<file path="src/rtl/apcs_pkg.sv">
// ----------------------------------------------------------------------------
// apcs_pkg
// Shared widths, codes and controller/datapath interface types for the
// automaton prefix completion scan.
// ----------------------------------------------------------------------------
package apcs_pkg;

    localparam int ADDR_W   = 12;                       // store entry address
    localparam int LETTER_W = 16;
    localparam int ENTRY_W  = LETTER_W + ADDR_W + 2;    // {final, last, target, letter}
    localparam int DEPTH    = 64;                       // path stack entries
    localparam int PIDX_W   = $clog2(DEPTH);
    localparam int DEPTH_W  = PIDX_W + 1;               // holds DEPTH itself
    localparam int POS_W    = 7;

    // operations
    localparam logic [2:0] OP_WRITE  = 3'd0;
    localparam logic [2:0] OP_SYMBOL = 3'd1;
    localparam logic [2:0] OP_FIRST  = 3'd2;
    localparam logic [2:0] OP_NEXT   = 3'd3;
    localparam logic [2:0] OP_START  = 3'd4;

    // result status
    localparam logic [2:0] ST_OK       = 3'd0;
    localparam logic [2:0] ST_NOTFOUND = 3'd1;
    localparam logic [2:0] ST_LETTER   = 3'd2;
    localparam logic [2:0] ST_NOMORE   = 3'd3;
    localparam logic [2:0] ST_EMPTY    = 3'd4;

    // datapath actions
    localparam logic [4:0] A_NONE        = 5'd0;
    localparam logic [4:0] A_LOAD        = 5'd1;
    localparam logic [4:0] A_WRITE       = 5'd2;
    localparam logic [4:0] A_START       = 5'd3;
    localparam logic [4:0] A_SETFAIL     = 5'd4;
    localparam logic [4:0] A_RD_PD       = 5'd5;
    localparam logic [4:0] A_RD_TOP      = 5'd6;
    localparam logic [4:0] A_E_PDATA     = 5'd7;
    localparam logic [4:0] A_SCAN_MATCH  = 5'd8;
    localparam logic [4:0] A_SCAN_NEXT   = 5'd9;
    localparam logic [4:0] A_DESC_STEP   = 5'd10;
    localparam logic [4:0] A_DESC_FOLLOW = 5'd11;
    localparam logic [4:0] A_DESC_END    = 5'd12;
    localparam logic [4:0] A_PUSH        = 5'd13;
    localparam logic [4:0] A_BT_INIT     = 5'd14;
    localparam logic [4:0] A_BT_RD       = 5'd15;
    localparam logic [4:0] A_BT_TAKE     = 5'd16;
    localparam logic [4:0] A_BT_DEC      = 5'd17;
    localparam logic [4:0] A_EM_INIT     = 5'd18;
    localparam logic [4:0] A_EM_RD       = 5'd19;
    localparam logic [4:0] A_EM_OUT      = 5'd20;
    localparam logic [4:0] A_RESP        = 5'd21;

    typedef struct packed {
        logic [4:0] act;
        logic [2:0] resp;
    } t_cmd;

    typedef struct packed {
        logic [2:0] op;
        logic       failed;
        logic       pd_full;
        logic       match;
        logic       s_last;
        logic       s_final;
        logic       cnt_end;
        logic       tgt_nz;
        logic       pathd_full;
        logic       n_full;
        logic       bt_none;
        logic       em_empty;
        logic       em_last;
        logic       out_free;
    } t_stat;

endpackage

</file>
<file path="src/rtl/apcs_ctrl.sv">
// ----------------------------------------------------------------------------
// apcs_ctrl
// Controller: sequences block scans, descents, backtracking and letter output.
// ----------------------------------------------------------------------------
module apcs_ctrl import apcs_pkg::*; (
    input  logic  i_clk,
    input  logic  i_rst_n,
    input  logic  i_valid,
    output logic  o_ready,
    input  t_stat i_stat,
    output t_cmd  o_cmd
);

    localparam logic [4:0] S_IDLE   = 5'd0;
    localparam logic [4:0] S_DEC    = 5'd1;
    localparam logic [4:0] S_RESP   = 5'd2;
    localparam logic [4:0] S_SCAN_P = 5'd3;
    localparam logic [4:0] S_SCAN_W = 5'd4;
    localparam logic [4:0] S_SCAN_C = 5'd5;
    localparam logic [4:0] S_DESC_P = 5'd6;
    localparam logic [4:0] S_DESC_R = 5'd7;
    localparam logic [4:0] S_DESC_C = 5'd8;
    localparam logic [4:0] S_NX_P   = 5'd9;
    localparam logic [4:0] S_NX_W   = 5'd10;
    localparam logic [4:0] S_NX_C   = 5'd11;
    localparam logic [4:0] S_BT_A   = 5'd12;
    localparam logic [4:0] S_BT_P   = 5'd13;
    localparam logic [4:0] S_BT_W   = 5'd14;
    localparam logic [4:0] S_BT_C   = 5'd15;
    localparam logic [4:0] S_EM0    = 5'd16;
    localparam logic [4:0] S_EM_A   = 5'd17;
    localparam logic [4:0] S_EM_P   = 5'd18;
    localparam logic [4:0] S_EM_W   = 5'd19;
    localparam logic [4:0] S_EM_O   = 5'd20;

    logic [4:0] r_state, n_state;
    logic [2:0] r_resp, n_resp;

    assign o_ready = r_state == S_IDLE;

    always_comb begin
        n_state    = r_state;
        n_resp     = r_resp;
        o_cmd.act  = A_NONE;
        o_cmd.resp = r_resp;
        case (r_state)
            S_IDLE: begin
                if (i_valid) begin
                    o_cmd.act = A_LOAD;
                    n_state   = S_DEC;
                end
            end
            S_DEC: begin
                n_resp  = ST_OK;
                n_state = S_RESP;
                case (i_stat.op)
                    OP_WRITE: o_cmd.act = A_WRITE;
                    OP_START: o_cmd.act = A_START;
                    OP_SYMBOL: begin
                        if (i_stat.failed) begin
                            n_resp = ST_NOTFOUND;
                        end else if (i_stat.pd_full) begin
                            o_cmd.act = A_SETFAIL;
                            n_resp    = ST_NOTFOUND;
                        end else begin
                            o_cmd.act = A_RD_PD;
                            n_state   = S_SCAN_P;
                        end
                    end
                    OP_FIRST: begin
                        if (i_stat.failed) begin
                            n_resp = ST_NOTFOUND;
                        end else begin
                            o_cmd.act = A_RD_PD;
                            n_state   = S_DESC_P;
                        end
                    end
                    OP_NEXT: begin
                        if (i_stat.failed) begin
                            n_resp = ST_NOTFOUND;
                        end else begin
                            o_cmd.act = A_RD_TOP;
                            n_state   = S_NX_P;
                        end
                    end
                    default: ;
                endcase
            end
            S_RESP: begin
                if (i_stat.out_free) begin
                    o_cmd.act = A_RESP;
                    n_state   = S_IDLE;
                end
            end
            S_SCAN_P: begin
                o_cmd.act = A_E_PDATA;
                n_state   = S_SCAN_W;
            end
            S_SCAN_W: n_state = S_SCAN_C;
            S_SCAN_C: begin
                if (i_stat.match) begin
                    o_cmd.act = A_SCAN_MATCH;
                    n_resp    = ST_OK;
                    n_state   = S_RESP;
                end else if (i_stat.s_last || i_stat.cnt_end) begin
                    o_cmd.act = A_SETFAIL;
                    n_resp    = ST_NOTFOUND;
                    n_state   = S_RESP;
                end else begin
                    o_cmd.act = A_SCAN_NEXT;
                    n_state   = S_SCAN_W;
                end
            end
            S_DESC_P: begin
                o_cmd.act = A_E_PDATA;
                n_state   = S_DESC_R;
            end
            S_DESC_R: begin
                o_cmd.act = A_DESC_STEP;
                n_state   = S_DESC_C;
            end
            S_DESC_C: begin
                if (i_stat.s_final || i_stat.n_full) begin
                    o_cmd.act = A_DESC_END;
                    n_state   = S_EM0;
                end else begin
                    o_cmd.act = A_DESC_FOLLOW;
                    n_state   = S_DESC_R;
                end
            end
            S_NX_P: begin
                o_cmd.act = A_E_PDATA;
                n_state   = S_NX_W;
            end
            S_NX_W: n_state = S_NX_C;
            S_NX_C: begin
                if (i_stat.tgt_nz && !i_stat.pathd_full) begin
                    o_cmd.act = A_PUSH;
                    n_state   = S_DESC_R;
                end else begin
                    o_cmd.act = A_BT_INIT;
                    n_state   = S_BT_A;
                end
            end
            S_BT_A: begin
                if (i_stat.bt_none) begin
                    n_resp  = ST_NOMORE;
                    n_state = S_RESP;
                end else begin
                    o_cmd.act = A_BT_RD;
                    n_state   = S_BT_P;
                end
            end
            S_BT_P: begin
                o_cmd.act = A_E_PDATA;
                n_state   = S_BT_W;
            end
            S_BT_W: n_state = S_BT_C;
            S_BT_C: begin
                if (!i_stat.s_last) begin
                    o_cmd.act = A_BT_TAKE;
                    n_state   = S_DESC_R;
                end else begin
                    o_cmd.act = A_BT_DEC;
                    n_state   = S_BT_A;
                end
            end
            S_EM0: begin
                if (i_stat.em_empty) begin
                    n_resp  = ST_EMPTY;
                    n_state = S_RESP;
                end else begin
                    o_cmd.act = A_EM_INIT;
                    n_state   = S_EM_A;
                end
            end
            S_EM_A: begin
                o_cmd.act = A_EM_RD;
                n_state   = S_EM_P;
            end
            S_EM_P: begin
                o_cmd.act = A_E_PDATA;
                n_state   = S_EM_W;
            end
            S_EM_W: n_state = S_EM_O;
            S_EM_O: begin
                if (i_stat.out_free) begin
                    o_cmd.act = A_EM_OUT;
                    n_state   = i_stat.em_last ? S_IDLE : S_EM_A;
                end
            end
            default: n_state = S_IDLE;
        endcase
    end

    always_ff @(posedge i_clk) begin
        if (!i_rst_n) begin
            r_state <= S_IDLE;
            r_resp  <= ST_OK;
        end else begin
            r_state <= n_state;
            r_resp  <= n_resp;
        end
    end

endmodule

</file>
<file path="config.mk">
export PLATFORM = sky130hd
export DESIGN_NAME = apcs_ctrl
export DESIGN_NICKNAME = d
export VERILOG_FILES = /design/src/rtl/apcs_pkg.sv /design/src/rtl/apcs_ctrl.sv
export SDC_FILE = /design/constraint.sdc
export NUM_CORES = 1
export LEC_CHECK = 0
export BUFFER_PORTS_ARGS = -buffer_cell sky130_fd_sc_hd__buf_4
export CORE_MARGIN = 4
export CORE_UTILIZATION = 45
export DETAILED_ROUTE_END_ITERATION = 16
export PLACE_DENSITY = 0.73
export SYNTH_ARGS = -nofsm -noshare
export SYNTH_HDL_FRONTEND = slang
export SYNTH_SLANG_ARGS = --single-unit
</file>
<file path="constraint.sdc">
create_clock -name i_clk -period 2.1 [get_ports i_clk]
set_input_delay 0.21 -clock i_clk [delete_from_list [all_inputs] [get_ports i_clk]]
set_output_delay 0.21 -clock i_clk [all_outputs]
set_load 0.05 [all_outputs]
</file>
==> impl_metrics.toml <==
[status]
outcome = "finished with violations"
violations = "negative setup slack"

[worst_setup_path]
cp_slowest_stage_delay_ns = 0.38
cp_slowest_cell = "dfxtp_4"
worstPathMaxFanout = 9
worst-endpoint-arrival_ns = 1.89
crit_chain = "buf_6, nand2b_1, buf_4, o32a_1, and4_1, o211ai_1, buf_4"
crit_required_ns = 1.89
worstSetupStartpointType = "flop"
cpMostUsedCell = "buf_4"
critPathCaptureType = "output pin"
criticalPathCategory = "reg2out"

[floorplanning]
die_w_microns = 58.0
num_io_pins = 28
dieArea_sq_mm = 0.00336
rows = 17
fp.coreArea_sq_mm = 0.00230
die_y_microns = 58.0
initial_utilization = 0.490

[synth]
synthArstFlopShare = 0
avgSynthCellArea_sq_um = 6.90
muxShareOfSynthArea = 0.0178
syn_area_sq_mm = 0.00112
synth-main-ff-cell = "dfxtp_1"
synth_xor_area_frac = 0.00779
synth_cell_types = 49
synth_compound_area_frac = 0.339
synth_commonest_cells = "nand2_1, nor2_1, o21ai_0"
ys_seq_elements = 8
synth_cells = 163
seq_area_frac_synth = 0.142
yosysMostFrequentCell = "nand2_1"
synth_nets = 182
synth_area_leaders = "dfxtp_1, nor2b_1, nand2_1"
synth_top_family_by_area = "simple AND/OR/NAND/NOR gates"
post-synth-top-area-fraction = 0.142
yosysWarningCount = 0
synth-adder-area-share = 0
synth_area_leader_cell = "dfxtp_1"
synth-edff-count = 0
synthSimpleGateAreaFrac = 0.405

[global_route]
grt_pass1_vias = 1419
grt-ovfl-total = 0
grt_pass1_wl_microns = 6810
grt_use_total = 0.265
grt_max_degree = 21
antenna_found_initial = 0

[clock_tree]
clockBufferDepth = 2
clk_latency_ns = 0.26
cts-htree-levels = 1
cts_root_buffer = "clkbuf_4"
path_clk_slew_ns = 0.05
cts_buffers = 3
cts_tree = "yes"
cts_sinks = 8
cts_hold_buf = 0

[power_and_ir_drop]
powerDensity_mw_per_mm2 = 715
p_leak_nw = 0.668
ir_drop_uv = 586

[detailed_routing]
drc_errors = 0
drt-total-wl_microns = 4190
drtIter0Drc = 69
first_pass_iters = 4
vias = 1503
wl_per_cell_microns = 17.9
drt.antenna.violating_nets = 0
routed_via_density = 6.42

[sta]
hold_viol = 0
fin_tns_setup_ns = -0.00155
setup_slack_ns = -0.000864
post-route-min-period_ns = 2.10
maxSlewHeadroom = 0.729
setup_viol = 2
worst_clock_skew_ns = 0.000897
whs_ns = 0.264
worst_pin_slew_ns = 0.405
clock.fmax_mhz = 476
post-route-period-util = 1.00
drv_slew = 0
rsz0062_at_grt = "yes"

[placed_design]
port_buffers = 27
dp_hpwl_microns = 3290
gp_congestion = 0.934
placed_area_sq_mm = 0.00147

[cells_and_area]
syn2layout_area_growth_pct = 41.5
postLayoutCellArea_sq_mm = 0.00159
n_antenna_cell = 0
fin_nets = 227
drive_above_1_share = 0.359

[worst_hold_path]
hold_path.class = "in2reg"

[run]
drv_cap = 0
## critical path, delay by kind of cell (launching register included)
kind            cells  cell delay, ns
flops               1            0.38
buf+inv             3            0.53
compound gates      2            0.40
simple gates        2            0.31
## power by group
part / internal (mW) / switching [mW]
sequential: 0.177 / 0.0411
combinational: 0.335 / 0.466
clock: 0.0655 / 0.0533
total: 0.578 / 0.561
## per-layer routing
| metal | share of wire | GRT usage |
|---|---|---|
| met1 | 0.42 | 0.363 |
| met2 | 0.45 | 0.394 |
| met3 | 0.10 | 0.0690 |
| met4 | 0.025 | 0.103 |
| met5 | 0 | 0 |
## state kept, by name (all words and copies together), names as in the netlist
signal,flops
r_state,5
r_resp,3
## through the flow
step	util	std cells	setup WS, ns	total power, mW
floorplan	-	163	0.0856	0.696
global placement	0.641	229	0.155	0.943
detailed placement	0.641	229	0.104	0.951
CTS	0.674	234	-0.0135	1.11
global route	0.693	234	-0.0900	1.21
finish	0.693	234	-0.000864	1.14
## what timing repair did
action	in CTS	in global routing
pin swaps	3	3
resized for setup	13	10
setup buffers	2	0
endpoints found under the setup margin	3	4
## layout make-up
type                            count  area (sq um)
Clock buffer                        3          22.5
Fill cell                         203           706
Multi-Input combinational cell    137           917
Sequential cell                     8           176
Timing Repair Buffer               52           418
Tap cell                           28          35.0
Inverter                            6          22.5
## path summary, 6_finish.rpt
kind / startpoint / to / slack (ns) / depth (start not counted)
hold reg to reg: r_resp[2] / r_resp[2] / 0.47 / 2
setup / recovery: r_state[4] / o_cmd[3] / -0.0009 / 7
setup reg to reg: r_state[2] / r_state[4] / 0.33 / 7
hold / removal: i_rst_n / r_state[2] / 0.26 / 2
## cells in the final DEF, fill, tap and decap left out, drive strengths merged, types with 3 or more instances in the layout
cell type	Yosys	final
a31oi	4	4
nor2	13	13
nand3b	4	4
nand2	16	16
inv	6	6
a21oi	5	5
dfxtp	8	8
o211ai	5	5
nor3	6	6
a21o	4	4
nand3	8	8
nor2b	10	10
o21a	4	4
nand2b	6	6
o21ai	13	13
nor3b	4	4
nor4	3	3
clkbuf	2	3
buf	10	52
## logic make-up after synthesis
logic type | Yosys count
compound gates | 53
xor+xnor | 1
buf+inv | 18
flops | 8
mux | 2
simple gates | 81
Note: power is estimated with default switching activity, not from simulation.
